`src/rtl/slid_pkg.sv`:
```
`default_nettype none
package slid_pkg;

    // Field widths of the item formats
    localparam int unsigned VALUE_W  = 32;
    localparam int unsigned STATUS_W = 2;
    localparam int unsigned COUNT_W  = 5;

    // Default number of entries the list holds
    localparam int unsigned CAPACITY_DEF = 16;

    // Operation codes (input tuser)
    localparam logic MODE_INSERT = 1'b0;
    localparam logic MODE_DELETE = 1'b1;

    // Result status codes
    localparam logic [STATUS_W-1:0] ST_DONE      = 2'd0;
    localparam logic [STATUS_W-1:0] ST_NOT_FOUND = 2'd1;
    localparam logic [STATUS_W-1:0] ST_EMPTY     = 2'd2;
    localparam logic [STATUS_W-1:0] ST_FULL      = 2'd3;

    // Sequencer states
    typedef enum logic [1:0] {
        S_IDLE,
        S_CMP,
        S_APPLY
    } t_state;

    // Control broadcast to every cell
    typedef struct packed {
        logic cmp_en;     // capture compare flags against the key
        logic apply_ins;  // open a gap at the insert point and drop the key in
        logic apply_del;  // close the gap at the first matching entry
    } t_cell_ctrl;

endpackage
`default_nettype wire

```
`src/rtl/slid_cell.sv`:
```
`default_nettype none
module slid_cell #(
    parameter int unsigned IDX   = 0,
    parameter int unsigned CNT_W = 5
) (
    input  wire                                 i_clk,
    input  wire slid_pkg::t_cell_ctrl           i_ctrl,
    input  wire        [slid_pkg::VALUE_W-1:0]  i_key,
    input  wire        [CNT_W-1:0]              i_count,
    input  wire        [slid_pkg::VALUE_W-1:0]  i_left_entry,
    input  wire                                 i_left_lt,
    input  wire        [slid_pkg::VALUE_W-1:0]  i_right_entry,
    output logic       [slid_pkg::VALUE_W-1:0]  o_entry,
    output logic                                o_lt,
    output logic                                o_hit
);

    logic [slid_pkg::VALUE_W-1:0] r_entry;
    logic                         r_lt;
    logic                         r_eq;
    logic                         w_valid;

    // Slot holds a live entry when it lies below the count
    assign w_valid = (CNT_W'(IDX) < i_count);

    // Capture compare flags for the current key
    always_ff @(posedge i_clk) begin
        if (i_ctrl.cmp_en) begin
            r_lt <= w_valid && ($signed(r_entry) < $signed(i_key));
            r_eq <= w_valid && (r_entry == i_key);
        end
    end

    // Shift entries at and above the boundary
    always_ff @(posedge i_clk) begin
        if (i_ctrl.apply_ins && !r_lt) begin
            if (i_left_lt) begin
                r_entry <= i_key;
            end else begin
                r_entry <= i_left_entry;
            end
        end else if (i_ctrl.apply_del && !r_lt) begin
            r_entry <= i_right_entry;
        end
    end

    assign o_entry = r_entry;
    assign o_lt    = r_lt;
    // First entry not below the key and equal to it
    assign o_hit   = r_eq && i_left_lt;

endmodule
`default_nettype wire

```
`src/rtl/sorted_list_insert_delete_core.sv`:
```
// Each item passes a compare step (S_CMP), then a shift step (S_APPLY) that registers the result.
// The compare and shift steps of the cell chain run back to back, and the next key
// is captured during the shift step.
// A stalled result holds the chain in its shift step until taken.
// Reset (synchronous, active low) empties the list; stored entries keep no reset.
`default_nettype none
module sorted_list_insert_delete_core #(
    parameter int unsigned CAPACITY = slid_pkg::CAPACITY_DEF
) (
    input  wire         i_clk,
    input  wire         i_rst_n,
    input  wire         i_s_axis_tvalid,
    output logic        o_s_axis_tready,
    input  wire  [31:0] i_s_axis_tdata,   // [31:0] value
    input  wire  [0:0]  i_s_axis_tuser,   // [0] mode
    output logic        o_m_axis_tvalid,
    input  wire         i_m_axis_tready,
    output logic [7:0]  o_m_axis_tdata    // [1:0] status, [6:2] entry_count, [7] zero
);

    localparam int unsigned CNT_W = $clog2(CAPACITY + 1);
    localparam int unsigned EXT_W = (CNT_W > slid_pkg::COUNT_W) ? CNT_W : slid_pkg::COUNT_W;
    localparam int unsigned VW    = slid_pkg::VALUE_W;

    slid_pkg::t_state     r_state, n_state;
    slid_pkg::t_cell_ctrl w_ctrl;

    logic [VW-1:0]    r_key;
    logic             r_mode;
    logic [CNT_W-1:0] r_count, n_count;
    logic             r_out_valid;
    logic [slid_pkg::STATUS_W-1:0] r_status, n_status;
    logic [slid_pkg::COUNT_W-1:0]  r_out_count;
    logic [EXT_W-1:0] w_count_ext;

    logic          w_accept;
    logic          w_out_free;
    logic          w_apply;
    logic          w_full;
    logic          w_empty;
    logic          w_found;

    logic [VW-1:0]       w_entry [CAPACITY];
    logic [CAPACITY-1:0] w_lt;
    logic [CAPACITY-1:0] w_hit;

    assign w_out_free = !r_out_valid || i_m_axis_tready;
    assign w_apply    = (r_state == slid_pkg::S_APPLY) && w_out_free;
    assign o_s_axis_tready = (r_state == slid_pkg::S_IDLE) || w_apply;
    assign w_accept   = i_s_axis_tvalid && o_s_axis_tready;

    assign w_full  = (r_count == CNT_W'(CAPACITY));
    assign w_empty = (r_count == '0);
    assign w_found = |w_hit;

    // Sequence compare and shift, decide the outcome
    always_comb begin
        n_state  = r_state;
        n_count  = r_count;
        n_status = slid_pkg::ST_DONE;
        w_ctrl   = '0;
        unique case (r_state)
            slid_pkg::S_IDLE: begin
                if (w_accept) begin
                    n_state = slid_pkg::S_CMP;
                end
            end
            slid_pkg::S_CMP: begin
                w_ctrl.cmp_en = 1'b1;
                n_state       = slid_pkg::S_APPLY;
            end
            slid_pkg::S_APPLY: begin
                if (r_mode == slid_pkg::MODE_INSERT) begin
                    if (w_full) begin
                        n_status = slid_pkg::ST_FULL;
                    end else begin
                        n_count = r_count + CNT_W'(1);
                    end
                end else begin
                    if (w_empty) begin
                        n_status = slid_pkg::ST_EMPTY;
                    end else if (!w_found) begin
                        n_status = slid_pkg::ST_NOT_FOUND;
                    end else begin
                        n_count = r_count - CNT_W'(1);
                    end
                end
                if (w_apply) begin
                    w_ctrl.apply_ins = (r_mode == slid_pkg::MODE_INSERT) && !w_full;
                    w_ctrl.apply_del = (r_mode == slid_pkg::MODE_DELETE) && !w_empty
                                       && w_found;
                    n_state = w_accept ? slid_pkg::S_CMP : slid_pkg::S_IDLE;
                end else begin
                    n_count = r_count;
                end
            end
            default: begin
                n_state = slid_pkg::S_IDLE;
            end
        endcase
    end

    // Hold state and count
    always_ff @(posedge i_clk) begin
        if (!i_rst_n) begin
            r_state     <= slid_pkg::S_IDLE;
            r_count     <= '0;
            r_out_valid <= 1'b0;
        end else begin
            r_state <= n_state;
            r_count <= n_count;
            if (w_apply) begin
                r_out_valid <= 1'b1;
            end else if (i_m_axis_tready) begin
                r_out_valid <= 1'b0;
            end
        end
    end

    // Capture the item and the result payload
    assign w_count_ext = EXT_W'(n_count);
    always_ff @(posedge i_clk) begin
        if (w_accept) begin
            r_key  <= i_s_axis_tdata;
            r_mode <= i_s_axis_tuser[0];
        end
        if (w_apply) begin
            r_status    <= n_status;
            r_out_count <= w_count_ext[slid_pkg::COUNT_W-1:0];
        end
    end

    // Chain of cells, one per slot
    for (genvar g = 0; g < CAPACITY; g++) begin : g_cell
        logic [VW-1:0] w_left_entry;
        logic          w_left_lt;
        logic [VW-1:0] w_right_entry;

        if (g == 0) begin : g_first
            assign w_left_entry = r_key;
            assign w_left_lt    = 1'b1;
        end else begin : g_mid
            assign w_left_entry = w_entry[g-1];
            assign w_left_lt    = w_lt[g-1];
        end
        if (g == CAPACITY - 1) begin : g_last
            assign w_right_entry = w_entry[g];
        end else begin : g_inner
            assign w_right_entry = w_entry[g+1];
        end

        slid_cell #(
            .IDX   (g),
            .CNT_W (CNT_W)
        ) u_cell (
            .i_clk         (i_clk),
            .i_ctrl        (w_ctrl),
            .i_key         (r_key),
            .i_count       (r_count),
            .i_left_entry  (w_left_entry),
            .i_left_lt     (w_left_lt),
            .i_right_entry (w_right_entry),
            .o_entry       (w_entry[g]),
            .o_lt          (w_lt[g]),
            .o_hit         (w_hit[g])
        );
    end

    assign o_m_axis_tvalid = r_out_valid;
    assign o_m_axis_tdata  = {1'b0, r_out_count, r_status};

endmodule
`default_nettype wire
```
`config.mk`:
```
export PLATFORM = sky130hd
export DESIGN_NAME = sorted_list_insert_delete_core
export DESIGN_NICKNAME = d
export VERILOG_FILES = /design/src/rtl/slid_pkg.sv /design/src/rtl/slid_cell.sv /design/src/rtl/sorted_list_insert_delete_core.sv
export SDC_FILE = /design/constraint.sdc
export NUM_CORES = 2
export LEC_CHECK = 0
export BUFFER_PORTS_ARGS = -buffer_cell sky130_fd_sc_hd__buf_2
export CAP_MARGIN = 10
export CORE_ASPECT_RATIO = 1.5
export CORE_MARGIN = 4
export CORE_UTILIZATION = 40
export CTS_BUF_LIST = sky130_fd_sc_hd__clkbuf_2
export DETAILED_ROUTE_END_ITERATION = 10
export PLACE_DENSITY_LB_ADDON = 0.08
export SYNTH_ARGS = -nofsm -noshare
export SYNTH_HDL_FRONTEND = slang
export SYNTH_SLANG_ARGS = --single-unit
```
`constraint.sdc`:
```
create_clock -name i_clk -period 4.7 [get_ports i_clk]
set_input_delay 0.94 -clock i_clk [delete_from_list [all_inputs] [get_ports i_clk]]
set_output_delay 0.94 -clock i_clk [all_outputs]
set_load 0.05 [all_outputs]
```
# == Word level (Yosys, flattened, before mapping) ==
# Index checks and enable logic that the tools add are counted.
# word_totals
reg_bits,592
output_inout_bits,10
input_bits,37
# classes
bitwise_logic,1
n_reduce_logical,124
order_cmp,32
add_sub_neg,2
eq_ne,21
muxes,64
# ops
op,count
$mux W32,45
$eq A32 B32 Y1,16
$lt A32 B32 Y1,16
$logic_and A1 B1 Y1,83
$lt A4 B5 Y1 const A,8
$reduce_bool A2 Y1,16
$mux W5,6
$lt A3 B5 Y1 const A,4
$logic_not A1 Y1,19
$reduce_or A16 Y1,1
$mux W2,7
$lt A1 B5 Y1 const A,2
$lt A2 B5 Y1 const A,2
$pmux W2 S3,1
$add A5 B1 Y5 const B,1
$eq A5 B5 Y1 const B,1
$logic_not A5 Y1,1
$mux W1,5
$sub A5 B1 Y5 const B,1
$ne A2 B2 Y1 const B,2
$eq A2 B1 Y1 const B,1
$eq A2 B2 Y1 const B,1
$logic_not A2 Y1,1
$logic_or A1 B1 Y1,2
2 further kinds,2

# == Depth between registers and ports, before layout ==
# depth
word_depth,9
mapped_depth,11

# == Hierarchy ==
# A second synthesis with hierarchy kept.
# unflattened
hier_cells,4336
hier_area_um2,42424.4
# modules_own_cells
mod,area_per_inst_um2,cells_each,instances
slid_cell at g_cell[12].u_cell ...,2541.2,266,2
slid_cell at g_cell[11].u_cell ...,2516.2,261,2
slid_cell at g_cell[0].u_cell,2549.9,266,1
slid_cell at g_cell[2].u_cell,2543.7,265,1
slid_cell at g_cell[9].u_cell,2539.9,266,1
slid_cell at g_cell[14].u_cell,2538.7,260,1
slid_cell at g_cell[15].u_cell,2537.4,263,1
slid_cell at g_cell[6].u_cell,2537.4,265,1
slid_cell at g_cell[13].u_cell,2534.9,265,1
slid_cell at g_cell[10].u_cell,2526.2,261,1
slid_cell at g_cell[8].u_cell,2524.9,261,1
slid_cell at g_cell[5].u_cell,2514.9,260,1
slid_cell at g_cell[7].u_cell,2514.9,261,1
slid_cell at g_cell[1].u_cell,2513.7,260,1
sorted_list_insert_delete_core,1933.1,129,1

# == Least setup slack after synthesis ==
# OpenSTA, ideal clock, no wires.
# synth_path
path_kind,register to register
start,reg r_count[1]
end,reg g_cell[15].u_cell.r_entry (netlist bit g_cell[15].u_cell.o_entry[0]) (enable)
arrival_time_ns,3.651
slack_ns,0.588
path_stages_with_launch,8
period_less_slack_ns,4.112
path_cell_list,dfxtp_1 > clkbuf_1 > inv_1 > ha_1 > nor3b_1 > a21o_1 > buf_4 > nor3_1
# synth_between
elab_chain_len,6
# synth_rtl
item,line,text
"start, declared",sorted_list_insert_delete_core.sv:30,"logic [CNT_W-1:0] r_count, n_count;"
"start signal, assigned",sorted_list_insert_delete_core.sv:111,r_count <= n_count;
$eq A5 B5 Y1,sorted_list_insert_delete_core.sv:52,assign w_full = (r_count == CNT_W'(CAPACITY));
$logic_not A1 Y1,sorted_list_insert_delete_core.sv:89,w_ctrl.apply_ins = (r_mode == slid_pkg::MODE_INSERT) && !w_full;
$logic_and A1 B1 Y1,sorted_list_insert_delete_core.sv:89,
$mux W2,sorted_list_insert_delete_core.sv:88,if (w_apply) begin
$mux W2,sorted_list_insert_delete_core.sv:62,unique case (r_state)
$logic_and A1 B1 Y1,slid_cell.sv:36,if (i_ctrl.apply_ins && !r_lt) begin
"end signal, assigned",slid_cell.sv:38,r_entry <= i_key;
"end signal, assigned",slid_cell.sv:40,r_entry <= i_left_entry;
"end signal, assigned",slid_cell.sv:43,r_entry <= i_right_entry;
"end, declared",slid_cell.sv:18,logic [slid_pkg::VALUE_W-1:0] r_entry;
# No other way between the ends.
# A chain may end at the register's enable or synchronous reset.

# == Worst setup path after layout ==
# layout_path
start,reg r_key[31] (netlist: g_cell[0].w_left_entry[31])
end,"reg g_cell[15].u_cell.r_lt, data pin"
# layout_between
elab_chain_len,2
# layout_rtl
item,line,text
"start, declared",sorted_list_insert_delete_core.sv:28,logic [VW-1:0] r_key;
"start signal, assigned",sorted_list_insert_delete_core.sv:124,r_key <= i_s_axis_tdata;
$lt A32 B32 Y1,slid_cell.sv:29,r_lt <= w_valid && ($signed(r_entry) < $signed(i_key));
$logic_and A1 B1 Y1,slid_cell.sv:29,
"end signal, assigned",slid_cell.sv:29,
"end, declared",slid_cell.sv:19,logic r_lt;
# No other way between the ends.

==> impl_metrics.json <==
{
  "min_period_ps": 4210,
  "post_synth_main_area_contributors": "sky130_fd_sc_hd__edfxtp_1 (44%), sky130_fd_sc_hd__ha_1 (16%), sky130_fd_sc_hd__mux2i_1 (11%), sky130_fd_sc_hd__o21ai_0 (6.4%), sky130_fd_sc_hd__nand2_1 (5.3%)",
  "sequential_cell_area_mm2": 0.0177,
  "area_occupied_by_multi_input_gates_mm2": 0.0212,
  "synth_area_in_compound_gates": 0.125,
  "vias_per_cell": 5.68,
  "worstPathArrival_ps": 5400,
  "remaining_drc_errors": 0,
  "start_kind": "flop",
  "relSlewSlack": 0.180,
  "post_synth_most_frequent_cells": "sky130_fd_sc_hd__edfxtp_1 (584), sky130_fd_sc_hd__nand2_1 (562), sky130_fd_sc_hd__ha_1 (516)",
  "syn-cell-area_mm2": 0.0399,
  "synthDistinctLibCells": 66,
  "max_cap_viol_count": 0,
  "total_leakage_power_nw": 18.7,
  "vias_in_the_first_global_route": 31900,
  "worst_setup_path_end_kind": "flop",
  "finalMaxSlewViolations": 0,
  "timing.final.hold_violations": 0,
  "clock_h_tree_levels": 4,
  "cts.reportedPaths.clkPinSlew_ps": 100,
  "yosys.area_share.xor_xnor": 0.00132,
  "crit_type": "flop to flop",
  "synth_fa_ha_area_frac": 0.162,
  "synth_enable_flop_cells": 584,
  "cellPowerDensity_mw_per_mm2": 253,
  "antenna_found_initial": 3,
  "routedLengthMet1_um": 52600,
  "synth.most_common_cell": "sky130_fd_sc_hd__edfxtp_1",
  "synth_fp_nets": 4299,
  "dp_worst_setup_slack_ps": 457,
  "reg2reg_setup_slack_ps": 490,
  "synth_flop_cell": "sky130_fd_sc_hd__edfxtp_1",
  "post_synth_and_or_nand_nor_area_fraction": 0.106,
  "hpwlAfterDp_um": 97100,
  "yosysSeqAreaShare": 0.443,
  "muxShareOfSynthArea": 0.132,
  "track_usage": 0.239,
  "worstMarginPinSlew_ps": 1220,
  "number_of_top_level_pins": 47,
  "drive_gt1_frac": 0.125,
  "setup_ws_ps": 489,
  "cts_buffers": 160,
  "ys_async_sr_fraction": 0,
  "cts_max_path_buffers": 3,
  "drt_pre_antenna_iters": 6,
  "worst-path-max-fanout": 17,
  "result_of_the_run": "complete, no violations",
  "clk_root_buffer_cell": "sky130_fd_sc_hd__clkbuf_2",
  "grt_pass1_wl_um": 193000,
  "worst_min_delay_path_category": "primary input to flop",
  "fmaxAchievable_mhz": 237,
  "nNetsFinal": 4421,
  "drt_iter0_markers": 1827,
  "die_y_um": 395,
  "netlist.top_cell.by_area": "sky130_fd_sc_hd__edfxtp_1",
  "dpl_cell_area_mm2": 0.0417,
  "wl_met3_um": 4870,
  "grt_start_max_net_pins": 65,
  "wl_per_cell_um": 24.1,
  "synth.avg_cell_area_um2": 10.7,
  "top_layer": "met4",
  "hold_ws_ps": 231,
  "cp.required_ps": 5890,
  "clock_tree_from_tritoncts": "built",
  "die_area_mm2": 0.105,
  "globalplace.congestion": 0.880,
  "fin_worst_skew_ps": 99.7,
  "setup_total_negative_slack_ps": 0,
  "synth_top_area_share": 0.439,
  "areaGrowthSynthToFinish_pct": 9.57,
  "antenna_violating_nets_post_route": 0,
  "coreArea_mm2": 0.0988,
  "grt.overflow.total": 0,
  "grt_setup_unrepaired": "no",
  "ys_warn_count": 0,
  "finalCritPeriodShare": 0.896,
  "synth-seq-cells": 592,
  "port_buffers": 45,
  "postSynthCellCount": 3746,
  "num_vias": 30000,
  "detail_route.wirelength_um": 127000,
  "main_combinational_cell_family_by_area_after_synthesis": "adder cells",
  "routed-wl-met2_um": 64800,
  "layout.cell_area.non_filler_mm2": 0.0437,
  "clock_sinks": 592,
  "std_cell_rows": 141,
  "initial_utilization": 0.404,
  "die-width_um": 266,
  "final-setup-viol-count": 0,
  "clock_insertion_delay_at_the_later_pin_of_the_skew_report_ps": 1490,
  "power.ir.vdd_worst_mv": 0.207,
  "fillers": 9520
}
-- worst paths after layout --
| check | startpoint | endpoint | cells past startpoint |
|---|---|---|---|
| worst min register to register | r_state[0]$_SDFFE_PN0P_ | r_state[1]$_SDFFE_PN0P_ | 1 |
| worst max-delay path | g_cell[0].w_left_entry[31]$_DFFE_PP_ | g_cell[15].u_cell.o_lt$_DFFE_PN_ | 7 |
| worst max register to register | g_cell[0].w_left_entry[31]$_DFFE_PP_ | g_cell[15].u_cell.o_lt$_DFFE_PN_ | 7 |
| worst min-delay path | i_s_axis_tdata[16] | g_cell[0].w_left_entry[16]$_DFFE_PP_ | 2 |
-- registers in the layout, indices dropped and copies added, names as in the netlist --
register / flops
r_status: 2
g_cell.u_cell.o_entry: 512
g_cell.w_left_entry: 32
o_m_axis_tvalid: 1
r_count: 5
g_cell.u_cell.r_eq: 16
r_out_count: 5
r_mode: 1
r_state: 2
g_cell.u_cell.o_lt: 16
-- power breakdown --
group,internal [mW],switching (mW),total [mW]
registers,5.83,0.101,5.94
logic,0.507,0.802,1.31
clock network,1.45,2.36,3.81
-- metal layers --
| layer | track usage | vias to the layer above |
|---|---|---|
| met5 | 0 | - |
| met4 | 0.0853 | 0 |
| met3 | 0.0376 | 236 |
| met2 | 0.429 | 707 |
| met1 | 0.288 | 14600 |
| li1 | - | 14500 |
-- per-stage QoR --
step	utilization	std cells	total power, mW
final	0.443	5275	11.1
after global routing	0.443	5272	11.6
after floorplan	-	3746	6.86
after detailed placement	0.422	4931	7.32
after CTS	0.442	5266	11.2
after global placement	0.422	4931	7.29
-- layout by cell type (no fill, tap or decap), types with 5 or more instances in the layout --
| master | netlist | final |
|---|---|---|
| sky130_fd_sc_hd__nand3_1 | 30 | 30 |
| sky130_fd_sc_hd__buf_2 | 47 | 45 |
| sky130_fd_sc_hd__nor4_1 | 22 | 22 |
| sky130_fd_sc_hd__ha_1 | 516 | 516 |
| sky130_fd_sc_hd__dlygate4sd3_1 | 0 | 57 |
| sky130_fd_sc_hd__nand2b_1 | 7 | 7 |
| sky130_fd_sc_hd__clkinv_2 | 0 | 5 |
| sky130_fd_sc_hd__clkbuf_2 | 1 | 238 |
| sky130_fd_sc_hd__dfxtp_1 | 8 | 8 |
| sky130_fd_sc_hd__a21oi_1 | 201 | 201 |
| sky130_fd_sc_hd__and4_1 | 37 | 37 |
| sky130_fd_sc_hd__clkinv_1 | 0 | 30 |
| sky130_fd_sc_hd__o21bai_1 | 5 | 5 |
| sky130_fd_sc_hd__buf_12 | 0 | 6 |
| sky130_fd_sc_hd__nor2b_1 | 34 | 33 |
| sky130_fd_sc_hd__o21ai_1 | 7 | 7 |
| sky130_fd_sc_hd__edfxtp_1 | 584 | 584 |
| sky130_fd_sc_hd__nand4_1 | 81 | 81 |
| sky130_fd_sc_hd__a221oi_1 | 20 | 20 |
| sky130_fd_sc_hd__nor2_1 | 57 | 42 |
| sky130_fd_sc_hd__o31ai_1 | 5 | 5 |
| sky130_fd_sc_hd__or3_1 | 25 | 11 |
| sky130_fd_sc_hd__mux2i_1 | 455 | 455 |
| sky130_fd_sc_hd__a21boi_0 | 10 | 10 |
| sky130_fd_sc_hd__a22oi_1 | 8 | 8 |
| sky130_fd_sc_hd__nor3_1 | 27 | 26 |
| sky130_fd_sc_hd__buf_4 | 2 | 89 |
| sky130_fd_sc_hd__nor2_4 | 0 | 15 |
| sky130_fd_sc_hd__a21o_1 | 47 | 47 |
| sky130_fd_sc_hd__mux2_2 | 65 | 65 |
| sky130_fd_sc_hd__nand2_1 | 562 | 562 |
| sky130_fd_sc_hd__a211oi_1 | 5 | 5 |
| sky130_fd_sc_hd__o21a_1 | 13 | 13 |
| sky130_fd_sc_hd__o22ai_1 | 5 | 5 |
| sky130_fd_sc_hd__or3_2 | 0 | 14 |
| sky130_fd_sc_hd__inv_1 | 66 | 66 |
| sky130_fd_sc_hd__and3_1 | 10 | 10 |
| sky130_fd_sc_hd__o211ai_1 | 18 | 18 |
| sky130_fd_sc_hd__o21ai_0 | 511 | 511 |
-- repair_timing --
item                      CTS  global route
hold endpoints to repair   41             0
buffers inserted            0             0
gates resized for setup     0             0
hold buffers               57             0
-- cell type report --
cell class,instances,share of cell area
multi-input cells,2849,0.484
well taps,1287,0.0368
clock inverters,40,0.00478
repair buffers,198,0.0368
diodes,4,0.000229
inverters,67,0.00575
flip-flops and latches,592,0.405
clock buffers,238,0.0272
-- worst max-delay path: stages (launching register included) --
cell and delay, ps:
sky130_fd_sc_hd__edfxtp_1 900, sky130_fd_sc_hd__inv_1 680, sky130_fd_sc_hd__ha_1 550, sky130_fd_sc_hd__nand4_1 190, sky130_fd_sc_hd__nor4_1 1070, sky130_fd_sc_hd__nor2_1 80
sky130_fd_sc_hd__a31oi_1 380, sky130_fd_sc_hd__mux2i_1 120
-- cell families after synthesis --
family / Yosys count
XOR/XNOR: 6
AND/OR/NAND/NOR: 915
buffers and inverters: 305
flip-flops: 592
adder cells (fa/ha/maj): 516
AO/OA/AOI/OAI: 891
other: 1
multiplexers: 520
Note: power is estimated with default switching activity, not from simulation.
